===== config.mk =====
export PLATFORM = sky130hd
export DESIGN_NAME = two_way_traffic_light_controller
export DESIGN_NICKNAME = d
export VERILOG_FILES = /design/src/sv/tlc_pkg.sv /design/src/sv/tlc_core.sv /design/src/sv/tlc_rsp_reg.sv /design/src/sv/two_way_traffic_light_controller.sv
export VERILOG_INCLUDE_DIRS = /design/src /design/src/sv
export SDC_FILE = /design/constraint.sdc
export NUM_CORES = 1
export LEC_CHECK = 0
export BUFFER_PORTS_ARGS = -buffer_cell sky130_fd_sc_hd__buf_4
export CORE_MARGIN = 2
export CORE_UTILIZATION = 55
export DETAILED_ROUTE_END_ITERATION = 8
export HOLD_SLACK_MARGIN = 0.05
export PLACE_DENSITY = 0.76
export SYNTH_ARGS = -nofsm -noshare
export SYNTH_HDL_FRONTEND = slang
export SYNTH_SLANG_ARGS = --single-unit

===== constraint.sdc =====
create_clock -name clock -period 3.7 [get_ports clock]
set_input_delay 0.37 -clock clock [delete_from_list [all_inputs] [get_ports clock]]
set_output_delay 0.37 -clock clock [all_outputs]
set_load 0.1 [all_outputs]

===== src/sv/two_way_traffic_light_controller_macros.svh =====
// assertion macros for the two-way traffic light controller
// included by the top level; no other dependencies
`ifndef TWO_WAY_TRAFFIC_LIGHT_CONTROLLER_MACROS_SVH
`define TWO_WAY_TRAFFIC_LIGHT_CONTROLLER_MACROS_SVH
`ifndef NO_ASSERTIONS
// same-cycle implication
`define TLC_ASSERT_IMPL(label, clk, rst, ante, cons) \
   label: assert property (@(posedge clk) disable iff (rst) (ante) |-> (cons)) \
      else $error("tlc assertion failed");
// next-cycle implication
`define TLC_ASSERT_NEXT(label, clk, rst, ante, cons) \
   label: assert property (@(posedge clk) disable iff (rst) (ante) |=> (cons)) \
      else $error("tlc assertion failed");
`else
`define TLC_ASSERT_IMPL(label, clk, rst, ante, cons)
`define TLC_ASSERT_NEXT(label, clk, rst, ante, cons)
`endif
`endif


===== src/sv/tlc_pkg.sv =====
// shared types, codes and helpers of the traffic light controller
// no dependencies
package tlc_pkg;

   localparam int TLC_DEFAULT_RED   = 5;
   localparam int TLC_DEFAULT_AMBER = 2;
   localparam int TLC_DEFAULT_GREEN = 3;
   localparam int TLC_MAX_SECONDS   = 99;
   localparam logic [7:0] TLC_TIMEOUT_RESET = 8'd10;

   typedef enum logic [1:0] {
      COL_RED   = 2'd0,
      COL_AMBER = 2'd1,
      COL_GREEN = 2'd2
   } color_type;

   typedef enum logic [1:0] {
      LAMP_OFF   = 2'd0,
      LAMP_RED   = 2'd1,
      LAMP_GREEN = 2'd2,
      LAMP_AMBER = 2'd3
   } lamp_type;

   typedef enum logic [2:0] {
      FUNC_SECOND  = 3'd0,
      FUNC_BLINK   = 3'd1,
      FUNC_MODE    = 3'd2,
      FUNC_ADD     = 3'd3,
      FUNC_CONFIRM = 3'd4
   } func_type;

   typedef enum logic [3:0] {
      MODE_NORMAL     = 4'b0001,
      MODE_EDIT_RED   = 4'b0010,
      MODE_EDIT_AMBER = 4'b0100,
      MODE_EDIT_GREEN = 4'b1000
   } mode_type;

   localparam logic [1:0] EDIT_CODE_NORMAL = 2'd0;
   localparam logic [1:0] EDIT_CODE_RED    = 2'd1;
   localparam logic [1:0] EDIT_CODE_AMBER  = 2'd2;
   localparam logic [1:0] EDIT_CODE_GREEN  = 2'd3;

   typedef struct packed {
      logic [1:0] lamp_a;
      logic [1:0] lamp_b;
      logic [6:0] display_a;
      logic [6:0] display_b;
      logic [1:0] edit_mode;
   } rsp_type;

   typedef struct packed {
      color_type  phase;
      logic [6:0] count;
   } light_type;

   function automatic logic [1:0] mode_code(input mode_type m);
      case (m)
         MODE_EDIT_RED:   mode_code = EDIT_CODE_RED;
         MODE_EDIT_AMBER: mode_code = EDIT_CODE_AMBER;
         MODE_EDIT_GREEN: mode_code = EDIT_CODE_GREEN;
         default:         mode_code = EDIT_CODE_NORMAL;
      endcase
   endfunction

   function automatic lamp_type lamp_of(input color_type c);
      case (c)
         COL_RED:   lamp_of = LAMP_RED;
         COL_AMBER: lamp_of = LAMP_AMBER;
         COL_GREEN: lamp_of = LAMP_GREEN;
         default:   lamp_of = LAMP_OFF;
      endcase
   endfunction

   // one second of countdown; a count of 0 or 1 advances the color
   function automatic light_type tick_light(input light_type cur,
                                            input logic [6:0] dur_r,
                                            input logic [6:0] dur_a,
                                            input logic [6:0] dur_g);
      light_type nxt;
      nxt = cur;
      if (cur.count <= 7'd1) begin
         case (cur.phase)
            COL_RED: begin
               nxt.phase = COL_GREEN;
               nxt.count = dur_g;
            end
            COL_GREEN: begin
               nxt.phase = COL_AMBER;
               nxt.count = dur_a;
            end
            default: begin
               nxt.phase = COL_RED;
               nxt.count = dur_r;
            end
         endcase
      end else begin
         nxt.count = cur.count - 7'd1;
      end
      return nxt;
   endfunction

endpackage


===== src/sv/tlc_core.sv =====
// controller state and its registered update for one event transfer
// depends on tlc_pkg
module tlc_core
   import tlc_pkg::*;
#(
   parameter int DEFAULT_RED   = TLC_DEFAULT_RED,
   parameter int DEFAULT_AMBER = TLC_DEFAULT_AMBER,
   parameter int DEFAULT_GREEN = TLC_DEFAULT_GREEN,
   parameter int MAX_SECONDS   = TLC_MAX_SECONDS
) (
   input  logic       clock,
   input  logic       reset,
   input  logic       csr_wr_en,
   input  logic [7:0] csr_wr_data,
   input  logic       accept,
   input  logic [2:0] func,
   input  logic       repeat_req,
   output rsp_type    rsp_in
);

   light_type  light_a_ff, light_a_in;
   light_type  light_b_ff, light_b_in;
   logic [6:0] dur_ff [3];
   logic [6:0] dur_in [3];
   logic [6:0] pend_ff [3];
   logic [6:0] pend_in [3];
   mode_type   mode_ff, mode_in;
   logic       press_ff, press_in;
   logic [1:0] blink_ff, blink_in;
   logic [7:0] idle_ff, idle_in;
   logic [7:0] timeout_ff;
   logic       restart;

   // pending value plus one, wrapping to zero past the limit
   function automatic logic [6:0] bump(input logic [6:0] p);
      logic [7:0] v;
      v = {1'b0, p} + 8'd1;
      if (v > 8'(MAX_SECONDS) || v[7]) begin
         v = 8'd0;
      end
      return v[6:0];
   endfunction

   always_comb begin
      light_a_in = light_a_ff;
      light_b_in = light_b_ff;
      dur_in     = dur_ff;
      pend_in    = pend_ff;
      mode_in    = mode_ff;
      press_in   = press_ff;
      blink_in   = blink_ff;
      idle_in    = idle_ff;
      restart    = 1'b0;
      if (accept) begin
         case (func_type'(func))
            FUNC_SECOND: begin
               if (mode_ff == MODE_NORMAL) begin
                  light_a_in = tick_light(light_a_ff, dur_ff[COL_RED], dur_ff[COL_AMBER],
                                          dur_ff[COL_GREEN]);
                  light_b_in = tick_light(light_b_ff, dur_ff[COL_RED], dur_ff[COL_AMBER],
                                          dur_ff[COL_GREEN]);
               end else begin
                  if (idle_ff != 8'hFF) begin
                     idle_in = idle_ff + 8'd1;
                  end
                  restart = (idle_in >= timeout_ff);
               end
            end
            FUNC_BLINK: begin
               case (mode_ff)
                  MODE_EDIT_RED:   blink_in = {1'b0, ~blink_ff[0]};
                  MODE_EDIT_AMBER: blink_in = ~blink_ff;
                  MODE_EDIT_GREEN: blink_in = {~blink_ff[1], 1'b0};
                  default:         blink_in = blink_ff;
               endcase
            end
            FUNC_MODE: begin
               blink_in = 2'b00;
               press_in = 1'b0;
               idle_in  = 8'd0;
               pend_in  = dur_ff;
               case (mode_ff)
                  MODE_NORMAL:     mode_in = MODE_EDIT_RED;
                  MODE_EDIT_RED:   mode_in = MODE_EDIT_AMBER;
                  MODE_EDIT_AMBER: mode_in = MODE_EDIT_GREEN;
                  default: begin
                     pend_in = pend_ff;
                     restart = 1'b1;
                  end
               endcase
            end
            FUNC_ADD: begin
               if (mode_ff != MODE_NORMAL) begin
                  if (!repeat_req) begin
                     press_in = 1'b1;
                  end
                  idle_in = 8'd0;
                  // each edit mode raises a linked pair of colors
                  case (mode_ff)
                     MODE_EDIT_RED: begin
                        pend_in[COL_RED]   = bump(pend_ff[COL_RED]);
                        pend_in[COL_GREEN] = bump(pend_ff[COL_GREEN]);
                     end
                     MODE_EDIT_AMBER: begin
                        pend_in[COL_AMBER] = bump(pend_ff[COL_AMBER]);
                        pend_in[COL_RED]   = bump(pend_ff[COL_RED]);
                     end
                     default: begin
                        pend_in[COL_GREEN] = bump(pend_ff[COL_GREEN]);
                        pend_in[COL_RED]   = bump(pend_ff[COL_RED]);
                     end
                  endcase
               end
            end
            FUNC_CONFIRM: begin
               if (mode_ff != MODE_NORMAL) begin
                  if (press_ff) begin
                     case (mode_ff)
                        MODE_EDIT_RED: begin
                           dur_in[COL_RED]   = pend_ff[COL_RED];
                           dur_in[COL_GREEN] = pend_ff[COL_GREEN];
                        end
                        MODE_EDIT_AMBER: begin
                           dur_in[COL_AMBER] = pend_ff[COL_AMBER];
                           dur_in[COL_RED]   = pend_ff[COL_RED];
                        end
                        default: begin
                           dur_in[COL_GREEN] = pend_ff[COL_GREEN];
                           dur_in[COL_RED]   = pend_ff[COL_RED];
                        end
                     endcase
                  end
                  restart = 1'b1;
               end
            end
            default: ;
         endcase
      end
      // restart reloads from the durations as just committed
      if (restart) begin
         light_a_in.phase = COL_RED;
         light_a_in.count = dur_in[COL_RED];
         light_b_in.phase = COL_GREEN;
         light_b_in.count = dur_in[COL_GREEN];
         mode_in          = MODE_NORMAL;
         press_in         = 1'b0;
         idle_in          = 8'd0;
      end
   end

   // result reflects the state after the event
   always_comb begin
      rsp_in.edit_mode = mode_code(mode_in);
      if (mode_in == MODE_NORMAL) begin
         rsp_in.lamp_a    = lamp_of(light_a_in.phase);
         rsp_in.lamp_b    = lamp_of(light_b_in.phase);
         rsp_in.display_a = light_a_in.count;
         rsp_in.display_b = light_b_in.count;
      end else begin
         rsp_in.lamp_a    = blink_in;
         rsp_in.lamp_b    = blink_in;
         rsp_in.display_b = 7'd0;
         case (mode_in)
            MODE_EDIT_RED:   rsp_in.display_a = pend_in[COL_RED];
            MODE_EDIT_AMBER: rsp_in.display_a = pend_in[COL_AMBER];
            default:         rsp_in.display_a = pend_in[COL_GREEN];
         endcase
      end
   end

   always_ff @(posedge clock) begin
      if (reset) begin
         light_a_ff.phase <= COL_RED;
         light_a_ff.count <= 7'(DEFAULT_RED);
         light_b_ff.phase <= COL_GREEN;
         light_b_ff.count <= 7'(DEFAULT_GREEN);
         dur_ff[COL_RED]    <= 7'(DEFAULT_RED);
         dur_ff[COL_AMBER]  <= 7'(DEFAULT_AMBER);
         dur_ff[COL_GREEN]  <= 7'(DEFAULT_GREEN);
         pend_ff[COL_RED]   <= 7'(DEFAULT_RED);
         pend_ff[COL_AMBER] <= 7'(DEFAULT_AMBER);
         pend_ff[COL_GREEN] <= 7'(DEFAULT_GREEN);
         mode_ff    <= MODE_NORMAL;
         press_ff   <= 1'b0;
         blink_ff   <= 2'b00;
         idle_ff    <= 8'd0;
         timeout_ff <= TLC_TIMEOUT_RESET;
      end else begin
         light_a_ff <= light_a_in;
         light_b_ff <= light_b_in;
         dur_ff     <= dur_in;
         pend_ff    <= pend_in;
         mode_ff    <= mode_in;
         press_ff   <= press_in;
         blink_ff   <= blink_in;
         idle_ff    <= idle_in;
         if (csr_wr_en) begin
            timeout_ff <= csr_wr_data;
         end
      end
   end

endmodule


===== src/sv/tlc_rsp_reg.sv =====
// result register with valid/ready toward the consumer
// depends on tlc_pkg
module tlc_rsp_reg
   import tlc_pkg::*;
(
   input  logic    clock,
   input  logic    reset,
   input  logic    load,
   input  rsp_type rsp_in,
   output logic    space,
   output logic    rsp_valid,
   input  logic    rsp_ready,
   output rsp_type rsp_data
);

   logic    valid_ff, valid_in;
   rsp_type data_ff;

   // a slot frees up in the same cycle the held result is taken
   assign space    = !valid_ff || rsp_ready;
   assign valid_in = load || (valid_ff && !rsp_ready);

   always_ff @(posedge clock) begin
      if (reset) begin
         valid_ff <= 1'b0;
      end else begin
         valid_ff <= valid_in;
      end
   end

   always_ff @(posedge clock) begin
      if (load) begin
         data_ff <= rsp_in;
      end
   end

   assign rsp_valid = valid_ff;
   assign rsp_data  = data_ff;

endmodule


===== src/sv/two_way_traffic_light_controller.sv =====
// two-way traffic light controller: the result of an event transfer is valid in the
// cycle after it; throughput one event per cycle while results are taken, limited by
// the single result register, which refills in the cycle its contents are taken
// synchronous active-high reset: A red, B green, default durations, normal mode,
// timeout 10 seconds, no result pending
module two_way_traffic_light_controller
   import tlc_pkg::*;
#(
   parameter int DEFAULT_RED   = TLC_DEFAULT_RED,
   parameter int DEFAULT_AMBER = TLC_DEFAULT_AMBER,
   parameter int DEFAULT_GREEN = TLC_DEFAULT_GREEN,
   parameter int MAX_SECONDS   = TLC_MAX_SECONDS
) (
   input  logic       clock,
   input  logic       reset,
   // timeout register write
   input  logic       csr_wr_en,
   input  logic [7:0] csr_wr_data,
   // event channel
   input  logic       req_valid,
   output logic       req_ready,
   input  logic [2:0] req_func,
   input  logic       req_repeat_req,
   // result channel
   output logic       rsp_valid,
   input  logic       rsp_ready,
   output logic [1:0] rsp_lamp_a,
   output logic [1:0] rsp_lamp_b,
   output logic [6:0] rsp_display_a,
   output logic [6:0] rsp_display_b,
   output logic [1:0] rsp_edit_mode
);

`include "two_way_traffic_light_controller_macros.svh"

   logic    accept;
   logic    space;
   rsp_type rsp_in;
   rsp_type rsp_data;

   // an event is taken whenever the result slot is empty or being drained
   assign req_ready = space;
   assign accept    = req_valid && space;

   // state changes happen at the transfer edge, apart from timeout register writes;
   // the result is built from the updated state in the same cycle
   tlc_core #(
      .DEFAULT_RED   (DEFAULT_RED),
      .DEFAULT_AMBER (DEFAULT_AMBER),
      .DEFAULT_GREEN (DEFAULT_GREEN),
      .MAX_SECONDS   (MAX_SECONDS)
   ) u_core (
      .clock       (clock),
      .reset       (reset),
      .csr_wr_en   (csr_wr_en),
      .csr_wr_data (csr_wr_data),
      .accept      (accept),
      .func        (req_func),
      .repeat_req  (req_repeat_req),
      .rsp_in      (rsp_in)
   );

   // result holding register, decouples the two channels
   tlc_rsp_reg u_rsp_reg (
      .clock     (clock),
      .reset     (reset),
      .load      (accept),
      .rsp_in    (rsp_in),
      .space     (space),
      .rsp_valid (rsp_valid),
      .rsp_ready (rsp_ready),
      .rsp_data  (rsp_data)
   );

   assign rsp_lamp_a    = rsp_data.lamp_a;
   assign rsp_lamp_b    = rsp_data.lamp_b;
   assign rsp_display_a = rsp_data.display_a;
   assign rsp_display_b = rsp_data.display_b;
   assign rsp_edit_mode = rsp_data.edit_mode;

   // every event transfer produces a result next cycle
   `TLC_ASSERT_NEXT(a_accept_gives_rsp, clock, reset, req_valid && req_ready, rsp_valid)
   // back-pressure only while a result is held
   `TLC_ASSERT_IMPL(a_ready_low_only_full, clock, reset, !req_ready, rsp_valid && !rsp_ready)
   // in an edit mode the B display is blank
   `TLC_ASSERT_IMPL(a_edit_blank_b, clock, reset,
      rsp_valid && rsp_edit_mode != EDIT_CODE_NORMAL, rsp_display_b == 7'd0)
   // in an edit mode both lights show the same blink pattern
   `TLC_ASSERT_IMPL(a_edit_same_lamps, clock, reset,
      rsp_valid && rsp_edit_mode != EDIT_CODE_NORMAL, rsp_lamp_a == rsp_lamp_b)

endmodule

==> impl_metrics.toml <==
[outcome]
outcome = "completed"

[sta]
finalSetupViolations = 0
timing.final.ws_setup_ps = 200.9
fmax_mhz = 285.8
slew_violations = 0
fin_crit_ps = 3499
rsz0062_at_grt = "no"
finalCritPeriodShare_pct = 94.57
tightestPinTransition_ps = 1027
final.setup.tns_ps = 0
fin_hold_ws_ps = 237.3
slew_headroom_pct = 31.45
fin_skew_ps = 7.754
finalHoldViolCount = 0

[place]
gp_congestion = 1.006
place_inst = 976
port_buffers = 38
dpl_cell_area_mm2 = 0.007144
hpwl_um = 14290
pre_cts_ws_ps = 125.3

[worst_setup_path]
path_buf_inv = 1
path_cells = "ha_1, and2_2, nand3_2, nand4_1, xnor2_2, ha_1, and4_1, a211o_1, a21oi_1, a21oi_2, buf_12, or2_2, ha_1, nor2_1, nor2_1"
cp.arrival_ps = 3610
cp_max_fo = 34
cp_top_family = "simple AND/OR/NAND/NOR gates"
cpMostUsedCell = "ha_1"
cp_data_required_time_ps = 3810
endpoint_kind = "register"
worst-setup-path-type = "reg2reg"
slowest_delay_ps = 340
cp-start-kind = "register"
cp_slowest_cell = "dfxtp_1"

[floorplanning]
die_w_um = 115.3
die-area_mm2 = 0.01329
die_h_um = 115.3
core.rowCount = 40
num_io_pins = 39
core_mm2 = 0.01206
start_util_pct = 56.47

[hold_path]
min_path_type = "in2reg"

[power_and_ir_drop]
sequentialPowerShare_pct = 49.1
ir_drop_mv = 0.3247
p_clk_share_pct = 37.2
pwr-share-comb_pct = 13.7
p_int_mw = 1.752
switching_share_pct = 28.71
leakagePower_nw = 2.768
power.net_switching_mw = 0.7054
power_mw = 2.457
p_per_area_mw_per_mm2 = 330.0

[synth]
synth_fa_ha_area_share_pct = 4.409
seq_area_frac_synth_pct = 33.50
async_reset_ff_share_pct = 0
syn_nets = 856
yosysUniqueCellTypes = 81
yosys_register_bits = 104
synth_compound_area_share_pct = 19.97
ys_warn_count = 0
synth_top_family_by_area = "simple AND/OR/NAND/NOR gates"
yosys.area_share.simple_pct = 26.05
synth_edf_count = 20
synth_mux_area_share_pct = 9.460
syn_area_mm2 = 0.006812
avgSynthCellArea_um2 = 8.358
synth-xor-area-share_pct = 1.286
syn-instance-count = 815
synth_flop_cell = "dfxtp_1"

[global_route]
antenna_found_initial = 0
grt_pass1_wl_um = 31660
gr-total-overflow = 0
grt_max_degree = 42
gr-usage-all-layers_pct = 30.51
grt_pass1_vias = 5983

[clocking]
clock_latency_ps = 360
tritoncts = "yes"
cts_buffers = 9
cts_setup_buffers = 0
cts_buffer_depth = 2
cts-root-buf = "clkbuf_16"
clock_sinks = 104
clk_pin_slew_ps = 70
cts_htree_levels = 3

[layout]
fillCellCount = 1035
syn_to_final_growth_pct = 9.313
drive_gt1_share_pct = 12.62
final_cells = 992
nets = 860
diodes = 0
final_core_util_pct = 61.73
fin_area_mm2 = 0.007446

[route]
wl_per_cell_um = 19.70
wirelength_um = 19540
dr.first_iter.drc_count = 709
post_drt_via_cell_ratio = 6.411
drt_pass1_iterations = 6
vias = 6360
final_antenna_net_count = 0
drcViolationCount = 0

[flow_run]
max_cap_violations = 0
## final timing paths
check        slack, ps  depth (start not counted)                           endpoint                              start
max                200                         15   u_rsp_reg.rsp_data[19]$_DFFE_PP_     u_core.idle_ff[0]$_SDFFE_PP0P_
min                240                          3  u_core.timeout_ff[3]$_SDFFE_PP1P_                     csr_wr_data[3]
max reg2reg        200                         15   u_rsp_reg.rsp_data[19]$_DFFE_PP_     u_core.idle_ff[0]$_SDFFE_PP0P_
min reg2reg        510                          2  u_core.timeout_ff[3]$_SDFFE_PP1P_  u_core.timeout_ff[3]$_SDFFE_PP1P_
## area by class of cell
| type | count | area, um^2 | area share (%) |
|---|---|---|---|
| repair buffers | 49 | 380.4 | 5.108 |
| clock inverters | 6 | 42.54 | 0.5713 |
| flip-flops and latches | 104 | 2286 | 30.70 |
| well taps | 168 | 210.2 | 2.823 |
| inverters | 28 | 105.1 | 1.412 |
| multi-input cells | 627 | 4183 | 56.18 |
| clock buffers | 10 | 239.0 | 3.210 |
## layout by cell type, fill, tap and decap left out, types with 14 or more instances in the layout
cell type	instances
a21oi_1	40
a22oi_1	14
mux2i_1	52
o21ai_0	32
edfxtp_1	20
inv_1	27
nor3_1	18
dfxtp_1	81
and2_1	20
ha_1	24
nor2_1	102
nand3_1	25
buf_4	48
nand2_1	68
## power by group through the flow
| stage | Sequential, mW | Combinational, mW | Clock [mW] |
|---|---|---|---|
| 2_1_floorplan | 1.33 | 0.146 | 0 |
| 3_3_place_gp | 1.23 | 0.327 | 0 |
| 5_1_grt | 1.21 | 0.357 | 0.969 |
| 6_report | 1.21 | 0.336 | 0.914 |
| 3_5_place_dp | 1.23 | 0.332 | 0 |
| 4_1_cts | 1.21 | 0.333 | 0.926 |
## worst min-delay path, cell delays in order
cell	delay (ps)
buf_4	80
nand2_1	40
o211ai_1	70
## cell families after synthesis
kind of cell,Yosys count
and+or+nand+nor,332
buffers and inverters,84
DFF,104
AOI/OAI and AO/OA,198
xor gates and xnor gates,10
muxes,63
adders and majority gates,24
## cell usage after synthesis, types with 4 or more instances
| cell | number | area (um^2) |
|---|---|---|
| o21bai_1 | 4 | 30.03 |
| clkbuf_1 | 26 | 97.59 |
| nor4_1 | 4 | 25.02 |
| o31ai_1 | 6 | 45.04 |
| nand3b_1 | 5 | 37.54 |
| nor3b_1 | 10 | 75.07 |
| a22o_1 | 7 | 61.31 |
| a211o_1 | 5 | 43.79 |
| a211oi_1 | 7 | 52.55 |
| mux2_2 | 11 | 123.9 |
| nand4_1 | 6 | 37.54 |
| inv_1 | 27 | 101.4 |
| nand2_1 | 68 | 255.2 |
| ha_1 | 24 | 300.3 |
| or2_2 | 4 | 25.02 |
| dfxtp_1 | 84 | 1682 |
| nor2_1 | 102 | 382.9 |
| a21oi_1 | 40 | 200.2 |
| o21ai_0 | 33 | 165.2 |
| or4_1 | 4 | 30.03 |
| o21ai_1 | 7 | 35.03 |
| or3_1 | 7 | 43.79 |
| buf_2 | 19 | 95.09 |
| or2_1 | 4 | 25.02 |
| and2_1 | 22 | 137.6 |
| xnor2_1 | 7 | 61.31 |
| a21o_1 | 6 | 45.04 |
| edfxtp_1 | 20 | 600.6 |
| o211ai_1 | 6 | 45.04 |
| and3_1 | 7 | 43.79 |
| a32oi_1 | 4 | 35.03 |
| nor3_1 | 18 | 90.09 |
| a31oi_1 | 8 | 50.05 |
| nand3_1 | 26 | 130.1 |
| o22ai_1 | 7 | 43.79 |
| a221o_1 | 6 | 60.06 |
| mux2i_1 | 52 | 520.5 |
| nand2b_1 | 11 | 68.82 |
| buf_1 | 7 | 26.28 |
| a221oi_1 | 7 | 61.31 |
| nor2b_1 | 9 | 56.30 |
| a22oi_1 | 14 | 105.1 |
## sequential cells by signal, summed over array words and instances (netlist names)
signal,cells
u_core.idle_ff,8
u_core.pend_ff,21
u_rsp_reg.rsp_data,20
u_core.mode_ff,4
u_core.light_a_ff,9
u_core.light_b_ff,9
u_rsp_reg.rsp_valid,1
u_core.press_ff,1
u_core.dur_ff,21
u_core.timeout_ff,8
u_core.blink_ff,2
## metal layers
| layer | global-route usage [%] | share of wire [%] | vias up |
|---|---|---|---|
| met3 | 4.059 | 7.4 | 45 |
| met5 | 0 | 0 | - |
| li1 | - | - | 2982 |
| met2 | 48.98 | 47 | 300 |
| met1 | 41.80 | 43 | 3033 |
| met4 | 12.05 | 2.9 | 0 |
## repair_timing
| action | CTS | global route |
|---|---|---|
| gates resized for setup | 0 | 8 |
| hold buffers | 0 | 0 |
| endpoints found under the setup margin | 0 | 12 |
No activity file was read; power rests on OpenSTA's default activity.
